$ cat src/rtl/core/cqe_pkg.sv
// shared types, codes and index helpers for the circular queue engine
`default_nettype none
package cqe_pkg;

    localparam int DEPTH = 64;
    localparam int IDX_W = (DEPTH > 1) ? $clog2(DEPTH) : 1;
    localparam int QS_W = 7;

    typedef enum logic [1:0] {
        KIND_ENQ  = 2'd0,
        KIND_DEQ  = 2'd1,
        KIND_DISP = 2'd2,
        KIND_PEEK = 2'd3
    } cqe_kind_t;

    typedef enum logic [1:0] {
        ST_OK    = 2'd0,
        ST_FULL  = 2'd1,
        ST_EMPTY = 2'd2
    } cqe_status_t;

    typedef struct packed {
        logic [1:0]         kind;
        logic signed [31:0] value;
    } cqe_in_t;

    typedef struct packed {
        logic [1:0]         status;
        logic signed [31:0] data;
        logic               last;
    } cqe_out_t;

    // controller to datapath
    typedef struct packed {
        logic        load;
        logic        write_first;
        logic        write_next;
        logic        read_head;
        logic        read_next;
        logic        pop;
        logic        emit;
        cqe_status_t emit_status;
        logic        emit_last;
    } cqe_cmd_t;

    // datapath to controller
    typedef struct packed {
        cqe_kind_t kind;
        logic      empty;
        logic      full;
        logic      walk_last;
    } cqe_stat_t;

    // next slot, wrapping at the clamped capacity
    function automatic logic [IDX_W-1:0] cqe_advance(input logic [IDX_W-1:0] idx,
                                                     input logic [QS_W-1:0] qs);
        logic [QS_W+IDX_W:0] n;
        logic [QS_W+IDX_W:0] cap;
        n = (QS_W+IDX_W+1)'(idx) + 1'b1;
        if (qs == '0)
            cap = (QS_W+IDX_W+1)'(1);
        else if ((QS_W+IDX_W+1)'(qs) > (QS_W+IDX_W+1)'(DEPTH))
            cap = (QS_W+IDX_W+1)'(DEPTH);
        else
            cap = (QS_W+IDX_W+1)'(qs);
        if (n >= cap || n >= (QS_W+IDX_W+1)'(DEPTH))
            return '0;
        return n[IDX_W-1:0];
    endfunction

endpackage
`default_nettype wire

$ cat src/rtl/core/cqe_ctrl.sv
// controller state machine of the circular queue engine
`default_nettype none
module cqe_ctrl (
    input  wire logic              clk,
    input  wire logic              rst_n,
    input  wire logic              start,
    input  wire cqe_pkg::cqe_stat_t stat,
    output cqe_pkg::cqe_cmd_t      cmd,
    output logic                   busy
);
    import cqe_pkg::*;

    typedef enum logic [1:0] {
        S_IDLE,
        S_EXEC,
        S_EMIT
    } state_t;

    state_t state_reg, state_next;
    logic   busy_reg;

    always_comb
    begin
        cmd = '0;
        cmd.emit_status = ST_OK;
        state_next = state_reg;
        unique case (state_reg)
            S_IDLE:
            begin
                if (start)
                begin
                    cmd.load = 1'b1;
                    state_next = S_EXEC;
                end
            end
            S_EXEC:
            begin
                state_next = S_IDLE;
                if (stat.kind == KIND_ENQ)
                begin
                    if (stat.empty)
                        cmd.write_first = 1'b1;
                    else if (stat.full)
                    begin
                        cmd.emit = 1'b1;
                        cmd.emit_status = ST_FULL;
                        cmd.emit_last = 1'b1;
                    end
                    else
                        cmd.write_next = 1'b1;
                end
                else if (stat.empty)
                begin
                    cmd.emit = 1'b1;
                    cmd.emit_status = ST_EMPTY;
                    cmd.emit_last = 1'b1;
                end
                else
                begin
                    cmd.read_head = 1'b1;
                    state_next = S_EMIT;
                end
            end
            S_EMIT:
            begin
                cmd.emit = 1'b1;
                cmd.emit_status = ST_OK;
                cmd.emit_last = stat.walk_last || (stat.kind != KIND_DISP);
                cmd.pop = (stat.kind == KIND_DEQ);
                if (cmd.emit_last)
                    state_next = S_IDLE;
                else
                    cmd.read_next = 1'b1;
            end
            default:
            begin
                state_next = S_IDLE;
            end
        endcase
    end

    always_ff @(posedge clk or negedge rst_n)
    begin
        if (!rst_n)
        begin
            state_reg <= S_IDLE;
            busy_reg <= 1'b0;
        end
        else
        begin
            state_reg <= state_next;
            busy_reg <= (state_next != S_IDLE);
        end
    end

    assign busy = busy_reg;

endmodule
`default_nettype wire

$ cat src/rtl/core/cqe_datapath.sv
// slot memory, indices, capacity register and result register
`default_nettype none
module cqe_datapath (
    input  wire logic                   clk,
    input  wire logic                   rst_n,
    input  wire cqe_pkg::cqe_in_t       cmd_in,
    input  wire cqe_pkg::cqe_cmd_t      cmd,
    input  wire logic                   cfg_we,
    input  wire logic [cqe_pkg::QS_W-1:0] cfg_data,
    output cqe_pkg::cqe_stat_t          stat,
    output cqe_pkg::cqe_out_t           result,
    output logic                        result_valid
);
    import cqe_pkg::*;

    logic [31:0]      mem [DEPTH];
    logic [IDX_W-1:0] head_reg, tail_reg, idx_reg, cnt_reg;
    logic             empty_reg;
    logic [QS_W-1:0]  qs_reg;
    logic [1:0]       kind_reg;
    logic [31:0]      value_reg;
    logic [31:0]      rd_data_reg;
    cqe_out_t         out_reg;
    logic             out_valid_reg;
    logic [IDX_W-1:0] tail_adv, head_adv, idx_adv, rd_addr;

    assign tail_adv = cqe_advance(tail_reg, qs_reg);
    assign head_adv = cqe_advance(head_reg, qs_reg);
    assign idx_adv  = cqe_advance(idx_reg, qs_reg);
    assign rd_addr  = cmd.read_next ? idx_adv : head_reg;

    assign stat.kind      = cqe_kind_t'(kind_reg);
    assign stat.empty     = empty_reg;
    assign stat.full      = (tail_adv == head_reg);
    assign stat.walk_last = (idx_reg == tail_reg) || (cnt_reg == IDX_W'(DEPTH - 1));

    // slot memory
    always_ff @(posedge clk)
    begin
        if (cmd.write_first)
            mem[0] <= value_reg;
        else if (cmd.write_next)
            mem[tail_adv] <= value_reg;
        if (cmd.read_head || cmd.read_next)
            rd_data_reg <= mem[rd_addr];
    end

    always_ff @(posedge clk)
    begin
        if (cmd.load)
        begin
            kind_reg <= cmd_in.kind;
            value_reg <= cmd_in.value;
        end
        if (cmd.read_head)
        begin
            idx_reg <= head_reg;
            cnt_reg <= '0;
        end
        else if (cmd.read_next)
        begin
            idx_reg <= idx_adv;
            cnt_reg <= cnt_reg + 1'b1;
        end
        if (cmd.emit)
        begin
            out_reg.status <= cmd.emit_status;
            out_reg.data <= (cmd.emit_status == ST_OK) ? rd_data_reg : '0;
            out_reg.last <= cmd.emit_last;
        end
    end

    always_ff @(posedge clk or negedge rst_n)
    begin
        if (!rst_n)
        begin
            head_reg <= '0;
            tail_reg <= '0;
            empty_reg <= 1'b1;
            qs_reg <= QS_W'(DEPTH);
            out_valid_reg <= 1'b0;
        end
        else
        begin
            out_valid_reg <= cmd.emit;
            if (cfg_we)
                qs_reg <= cfg_data;
            if (cmd.write_first)
            begin
                head_reg <= '0;
                tail_reg <= '0;
                empty_reg <= 1'b0;
            end
            else if (cmd.write_next)
                tail_reg <= tail_adv;
            else if (cmd.pop)
            begin
                if (head_reg == tail_reg)
                begin
                    head_reg <= '0;
                    tail_reg <= '0;
                    empty_reg <= 1'b1;
                end
                else
                    head_reg <= head_adv;
            end
        end
    end

    assign result = out_reg;
    assign result_valid = out_valid_reg;

endmodule
`default_nettype wire

$ cat src/rtl/core/circular_queue_engine.sv
// top level of the circular queue engine
`default_nettype none
// command channel: cmd is taken at a clock edge with start high and busy low.
// kind selects enqueue, dequeue, display all or peek; value is stored on enqueue.
// results: result_valid marks each result for one cycle; the receiver cannot stall.
// a successful enqueue gives no result; a full or empty case gives one status
// result with data zero and last set.
// sequence: start loads the item in the idle state; in the exec state an enqueue
// writes its slot and returns to idle, and an empty or full case emits its status
// result. dequeue and peek read the head slot in exec and emit it in the emit state;
// a display streams one result per cycle from the emit state, n results for n held
// items (at most 64), the last one marked. the slot memory has a registered read
// (rd_data_reg), and every result then passes through the result register.
// busy: busy is high outside the idle state and falls in the cycle of the final
// result, so a new command is taken only after the last one has finished.
// configuration: cfg_data sets the capacity (clamped to 1..64), written when
// cfg_valid and cfg_ready are high; write it only while the block is idle.
// reset: the queue is empty, the head and tail indices are zero and the capacity is 64.
module circular_queue_engine (
    input  wire logic                    clk,
    input  wire logic                    rst_n,
    input  wire logic                    start,
    output logic                         busy,
    input  wire cqe_pkg::cqe_in_t        cmd,
    output cqe_pkg::cqe_out_t            result,
    output logic                         result_valid,
    input  wire logic                    cfg_valid,
    output logic                         cfg_ready,
    input  wire logic [cqe_pkg::QS_W-1:0] cfg_data
);
    import cqe_pkg::*;

    cqe_cmd_t  ctl_cmd;
    cqe_stat_t dp_stat;

    assign cfg_ready = ~busy;

    cqe_ctrl u_ctrl (
        .clk   (clk),
        .rst_n (rst_n),
        .start (start),
        .stat  (dp_stat),
        .cmd   (ctl_cmd),
        .busy  (busy)
    );

    cqe_datapath u_datapath (
        .clk          (clk),
        .rst_n        (rst_n),
        .cmd_in       (cmd),
        .cmd          (ctl_cmd),
        .cfg_we       (cfg_valid && cfg_ready),
        .cfg_data     (cfg_data),
        .stat         (dp_stat),
        .result       (result),
        .result_valid (result_valid)
    );

`ifndef SYNTHESIS
    a_result_after_busy: assert property (@(posedge clk) disable iff (!rst_n)
        result_valid |-> $past(busy))
        else $error("result without work in progress");

    a_start_sets_busy: assert property (@(posedge clk) disable iff (!rst_n)
        start && !busy |=> busy)
        else $error("accepted item did not raise busy");

    a_status_shape: assert property (@(posedge clk) disable iff (!rst_n)
        result_valid && (result.status != ST_OK) |-> result.last && (result.data == '0))
        else $error("status result malformed");

    a_idle_quiet: assert property (@(posedge clk) disable iff (!rst_n)
        !busy && !$past(busy) |-> !result_valid)
        else $error("result while idle");
`endif

endmodule
`default_nettype wire

$ cat config.mk
export PLATFORM = sky130hd
export DESIGN_NAME = circular_queue_engine
export DESIGN_NICKNAME = d
export VERILOG_FILES = /design/src/rtl/core/cqe_pkg.sv /design/src/rtl/core/cqe_ctrl.sv /design/src/rtl/core/cqe_datapath.sv /design/src/rtl/core/circular_queue_engine.sv
export SDC_FILE = /design/constraint.sdc
export NUM_CORES = 2
export LEC_CHECK = 0
export BUFFER_PORTS_ARGS = -buffer_cell sky130_fd_sc_hd__buf_4
export CELL_PAD_IN_SITES_DETAIL_PLACEMENT = 1
export CELL_PAD_IN_SITES_GLOBAL_PLACEMENT = 1
export CORE_MARGIN = 2
export CORE_UTILIZATION = 53
export CTS_BUF_LIST = sky130_fd_sc_hd__clkbuf_8 sky130_fd_sc_hd__clkbuf_16
export DETAILED_ROUTE_END_ITERATION = 6
export PLACE_DENSITY_LB_ADDON = 0.3
export SYNTH_ARGS = -nofsm -noshare
export SYNTH_HDL_FRONTEND = slang
export SYNTH_SLANG_ARGS = --single-unit
$ cat constraint.sdc
create_clock -name clk -period 7.74 [get_ports clk]
set_input_delay 1.548 -clock clk [delete_from_list [all_inputs] [get_ports clk]]
set_output_delay 1.548 -clock clk [all_outputs]
set_load 0.005 [all_outputs]
Word level (Yosys, flattened, before mapping) --
Memory sizes are Yosys's and may differ from the RTL's. A register that Yosys moved wholly into a read port is not among the register bits. Cells that the tools add are included. Widths: inputs -> output; s select.
Cells by class: muxes and demuxes 55, reduce and logical (&&, ||, !) cells 21, $lt $le $gt $ge 7, bitwise logic cells 1, eq/ne operators 9, $add $sub $neg 4
Operators with widths (count):
- $mux 6 | 18
- $ge 14x14->1 | 3
- $ge 14x7->1 const B | 3
- $mux 32 | 1
- $reduce_or 32->1 | 1
- $add 6x1->7 const B | 3
- $mux 1 | 21
- $eq 6x6->1 | 3
- $mux 4 | 4
- $mux 14 | 1
- $mux 2 | 6
- $pmux 4 s2 | 1
- $reduce_bool 2->1 | 4
- $gt 7x7->1 const B | 1
- $logic_not 7->1 | 1
- $mux 7 | 1
- $add 6x1->6 const B | 1
- $eq 6x6->1 const B | 1
- $logic_not 2->1 | 3
- $logic_or 1x1->1 | 6
- $pmux 2 s3 | 1
- $reduce_bool 3->1 | 2
- $eq 2x1->1 const B | 2
- $reduce_and 2->1 | 2
- 7 further kinds | 7
Word-level totals: register bits after elaboration 105, memories kept 1, RAM bits 2048, logic and storage cells 112
Memory list:
- u_datapath.mem | depth 64, bits a word 32, rd ports 1, clocked after Yosys merged registers in 1, wr ports 1, line cqe_datapath.sv:16 | logic [31:0] mem [DEPTH];

Longest topological paths before layout --
depth in word-level cells 17, gate-level depth with buffers 17

Modules after synthesis --
Synthesis repeated with hierarchy kept, for this count alone.
Second synthesis, totals: cells, all modules 5461, area, all modules 85122.9 um^2
By module, submodules not included:
- cqe_datapath | cells an instance 5423, seq. area each 65360.2 um^2, area each 84816.3 um^2, instances 1
- cqe_ctrl | cells an instance 36, seq. area each 75.1 um^2, area each 296.5 um^2, instances 1
- circular_queue_engine | cells an instance 2, seq. area each 0.0 um^2, area each 10.0 um^2, instances 1

Worst setup path before layout --
No wires, ideal clock.
path type register -> register, from reg u_datapath.tail_reg[1], to mem u_datapath.mem[32][0] (enable), setup slack 1821 ps, clock period less this slack 5919 ps, required time 7270 ps, stages on the path, launching flop included 15, path buffers 1, data arrival time 5449 ps, cells stage by stage dfrtp_1 ha_1 and3_4 xnor2_1 inv_1 ha_1 a21o_1 a211oi_4 o21a_4 nor3_1 o211a_1 nand3b_4 nand2b_1 buf_2 a211oi_1
On the way: word-level cells in the longest chain between the ends 15, elaborated cells on any way between the ends 17, classes of those cells add/sub (1); order compare (2); eq/ne (1); mux (11); reduce/logical (2)
RTL lines:
- from (decl) | line cqe_datapath.sv:17 | logic [IDX_W-1:0] head_reg, tail_reg, idx_reg, cnt_reg;
- from (signal assigned) | line cqe_datapath.sv:95 | tail_reg <= tail_adv;
- $add 6x1->7 * | line cqe_pkg.sv:59 | n = (QS_W+IDX_W+1)'(idx) + 1'b1;
- $ge 14x14->1 or $ge 14x7->1 (tied branches) | line cqe_pkg.sv:66 | if (n >= cap || n >= (QS_W+IDX_W+1)'(DEPTH))
- $logic_or 1x1->1 | line cqe_pkg.sv:66
- $mux 1 | line cqe_pkg.sv:66
- $mux 6 * | line cqe_pkg.sv:68 | return n[IDX_W-1:0];
- $eq 6x6->1 | line cqe_datapath.sv:34 | assign stat.full = (tail_adv == head_reg);
- $mux 1 | line cqe_ctrl.sv:43 | else if (stat.full)
- $mux 1 | line cqe_ctrl.sv:41 | if (stat.empty)
- $mux 2 | line cqe_ctrl.sv:39 | if (stat.kind == KIND_ENQ)
- $mux 3 | line cqe_ctrl.sv:27 | unique case (state_reg)
- $mux 1 | line cqe_datapath.sv:42 | else if (cmd.write_next)
- $mux 1 | line cqe_datapath.sv:40 | if (cmd.write_first)
- $mux 1 (not written as such) | line cqe_datapath.sv:43 | mem[tail_adv] <= value_reg;
- $reduce_or 32->1 (no line)
- $mux 6 (no line) or $mux 1 (tied branches)
- to (decl) | line cqe_datapath.sv:16
Mark *: on every way between the ends. The rest lies on a longest branch, timed or not.

Final worst setup path --
from reg u_datapath.idx_reg[0], to reg u_datapath.rd_data_reg[27] (read register of u_datapath.mem), data pin
On the way: word-level cells in the longest chain between the ends 6, elaborated cells on any way between the ends 13, classes of those cells add/sub (1); order compare (2); eq/ne (1); mux (5); reduce/logical (4)
RTL lines:
- from (decl) | line cqe_datapath.sv:17
- from (signal assigned) | line cqe_datapath.sv:57 | idx_reg <= head_reg;
- from (signal assigned) | line cqe_datapath.sv:62 | idx_reg <= idx_adv;
- $add 6x1->7 or $eq 6x6->1 (tied branches) | line cqe_pkg.sv:59, cqe_datapath.sv:35
- $ge 14x14->1 (tied with other cells) | line cqe_pkg.sv:66
- $logic_or 1x1->1 (on tied branches) | line cqe_pkg.sv:66, cqe_ctrl.sv:68
- $mux 1 (on tied branches) | line cqe_pkg.sv:66, cqe_ctrl.sv:70
- $mux 6 or $mux 2 (tied branches) | line cqe_pkg.sv:68, cqe_ctrl.sv:27
- $mux 6 or $logic_or 1x1->1 (tied branches) | line cqe_datapath.sv:30, cqe_datapath.sv:44
- to (decl) | line cqe_datapath.sv:22 | logic [31:0] rd_data_reg;
Several ways; a longest one is shown, not always the timed one. A chain may end at the register's enable or synchronous reset.

==> flow_metrics.py <==
metrics = {
    "clock_tree": {
        "clock_path_buffers": 3,
        "clk_pin_slew_worst_paths_ns": 0.07,
        "hold_buffers": 0,
        "cts_setup_buffers": 0,
        "cts_tree": "done",
        "cts_buffers": 216,
        "root_buffer": "clkbuf_16",
        "cts.sinks": 2185,
        "htreeDepth": 4,
        "cts_resized": 0,
        "clock_latency_ns": 0.85,
    },
    "power_and_ir_drop": {
        "peakVddDrop_uv": 290,
        "leakagePower_nw": 33.1,
        "p_per_area_nw_per_um2": 327,
    },
    "global_routing": {
        "grt_pass1_vias": 58400,
        "met1_usage": 0.423,
        "overflow": 0,
        "use_met2": 0.527,
        "grtUsageMet3": 0.0480,
        "track_usage": 0.318,
        "grt_start_max_net_pins": 198,
        "antenna_found_initial": 8,
        "grt_busiest_layer": "met2",
        "grt_first_pass_wirelength_mm": 389,
    },
    "run_status": {
        "status": "finished with violations",
        "violations": "DRC",
    },
    "layout": {
        "fin_nets": 6349,
        "largest_reg_flops": 2048,
        "regMostFlops": "u_datapath.mem",
        "final_cell_mix": "2155 x edfxtp_1, 1662 x nand2_1, 468 x a21oi_1",
        "fillers": 15100,
        "final_common_cell": "edfxtp_1",
        "design_area_um2": 96700,
        "syn_to_final_growth_pct": 12.2,
        "layout-drive-gt1-share": 0.106,
    },
    "logic_synthesis": {
        "synth_fp_nets": 6268,
        "synth_edf_count": 2155,
        "synth_area_um2": 86100,
        "async_reset_ff_frac": 0.0110,
        "synthCells": 6194,
        "syn_area_per_cell_um2": 13.9,
        "yosysWarnings": 0,
        "ys_seq_area_frac": 0.760,
        "ys.flop_type": "edfxtp_1",
        "synth_cell_type_count": 87,
        "ys_seq_elements": 2185,
    },
    "critical_path": {
        "cp-start-kind": "register",
        "cp.arrival_ns": 6.48,
        "reg2reg_depth": 13,
        "required_ns": 8.26,
        "path_max_fanout": 17,
        "crit_type": "reg -> reg",
        "worstSetupEndpointType": "register",
        "r2r_setup_slack_ns": 1.78,
    },
    "timing": {
        "worst_slew_pin_slew_ns": 1.39,
        "min_period_over_period": 0.770,
        "hold_viol_final": 0,
        "clock_skew_ns": 0.0283,
        "setup_violations": 0,
        "setup_tns_ns": 0,
        "slew_headroom": 0.0755,
        "max_freq_ghz": 0.168,
        "slew_violations": 0,
        "rsz0062_at_grt": "false",
        "period_needed_ns": 5.96,
        "hold_slack_ns": 0.497,
    },
    "run": {
        "drv_cap": 0,
    },
    "routing": {
        "vias": 55500,
        "first_pass_iters": 7,
        "wl_per_cell_um": 31.1,
        "drt_wl_total_mm": 268,
        "drc": 2,
        "viasPerCell": 6.44,
        "ant_nets": 0,
        "drtIter0Drc": 6900,
    },
    "floorplan": {
        "start_util": 0.535,
        "pin_count": 83,
        "num_rows": 147,
        "coreArea_um2": 161000,
        "dieArea_um2": 166000,
        "die_w_um": 407,
        "die_h_um": 407,
    },
    "hold_path": {
        "hold_class": "reg -> reg",
        "holdPathStages": 2,
    },
    "placed_design": {
        "io_buffer_count": 82,
        "gp_routability_congestion": 0.856,
        "place_area_um2": 89600,
        "dp_hpwl_mm": 146,
    },
}
[Yosys cell counts, drive strengths merged (3+ instances only)]
library cell | count | share of area
nor3 | 69 | 0.0050
nand2 | 1663 | 0.072
o21a | 6 | 0.00062
a32oi | 72 | 0.0073
dfxtp | 6 | 0.0014
a21oi | 470 | 0.027
o211ai | 9 | 0.00084
and2 | 33 | 0.0024
ha | 29 | 0.0042
a32o | 12 | 0.0014
nand2b | 7 | 0.00051
nor2b | 5 | 0.00036
and3 | 25 | 0.0019
nor2 | 31 | 0.0016
a211oi | 92 | 0.0082
edfxtp | 2155 | 0.75
a21o | 87 | 0.0076
xnor2 | 18 | 0.0020
nand3 | 384 | 0.022
nor4 | 22 | 0.0017
inv | 21 | 0.00092
o21ai | 23 | 0.0017
buf | 305 | 0.020
a22oi | 46 | 0.0040
a31oi | 208 | 0.015
o31ai | 5 | 0.00044
xor2 | 12 | 0.0012
and4 | 28 | 0.0028
nand4 | 121 | 0.0089
nor3b | 5 | 0.00049
o2111ai | 5 | 0.00051
mux2 | 9 | 0.0012
dfrtp | 22 | 0.0064
clkbuf | 93 | 0.0041
o22ai | 3 | 0.00045
mux2i | 58 | 0.0070
or2 | 7 | 0.00054
o2bb2ai | 4 | 0.00041
[power breakdown]
| group | switching [mW] | internal (mW) | leakage [nW] |
|---|---|---|---|
| clock network | 4.51 | 6.01 | 3.68 |
| registers | 0.191 | 13.9 | 19.8 |
| logic | 5.23 | 1.79 | 9.66 |
| total | 9.94 | 21.6 | 33.1 |
[layer usage]
metal / vias up / routed length (um)
met5: - / 17
met3: 619 / 21700
met1: 28600 / 103000
met2: 2889 / 132000
met4: 2 / 11200
li1: 23300 / -
[final cells by class]
class / instances / area (um2) / share of cell area
clock buffer: 219 / 5480 / 0.0567
tap: 2160 / 2700 / 0.0280
inverter: 21 / 78.8 / 0.000815
sequential: 2185 / 65400 / 0.677
multi-input combinational: 3590 / 19100 / 0.198
clock inverter: 182 / 1550 / 0.0160
timing repair buffer: 261 / 2270 / 0.0235
antenna: 3 / 7.51 / 0.0000777
[stage by stage]
stage / cells / setup slack, ns / utilization / total power, mW
floorplan: 6194 / 1.82 / - / 18.7
global placement: 8217 / 2.10 / 0.557 / 20.8
detailed placement: 8217 / 1.92 / 0.557 / 21.1
CTS: 8618 / 1.91 / 0.601 / 31.6
global route: 8618 / 1.58 / 0.601 / 32.6
finish: 8621 / 1.78 / 0.601 / 31.6
[worst max-delay path, stage by stage, from the launching register on]
cell	delay, ns
edfxtp_1	0.55
ha_1	0.32
xnor2_1	0.64
inv_1	0.15
ha_1	0.32
o211ai_1	0.10
o211a_1	0.30
o211ai_2	0.51
nor4b_2	0.24
o21ai_4	0.79
buf_4	0.46
a211oi_1	0.11
nor4_1	0.93
nand4_1	0.19
[kinds of logic after synthesis]
family,count (synthesis),share of synthesized area
xor gates and xnor gates,30,0.00322
AOI/OAI and AO/OA,1056,0.0781
muxes,67,0.00825
buffers and inverters,419,0.0246
DFF,2185,0.760
and+or+nand+nor,2408,0.122
adders and majority gates,29,0.00421
[worst paths after layout]
kind | start | endpoint
max | u_datapath.idx_reg[0] | u_datapath.rd_data_reg[27]
min | u_datapath.cnt_reg[1] | u_datapath.cnt_reg[1]
max reg2reg | u_datapath.idx_reg[0] | u_datapath.rd_data_reg[27]
min reg2reg | u_datapath.cnt_reg[1] | u_datapath.cnt_reg[1]
max in group asynchronous | rst_n | u_datapath.empty_reg
min in group asynchronous | rst_n | u_datapath.qs_reg[2]
Power figures use the tool's default switching activity.
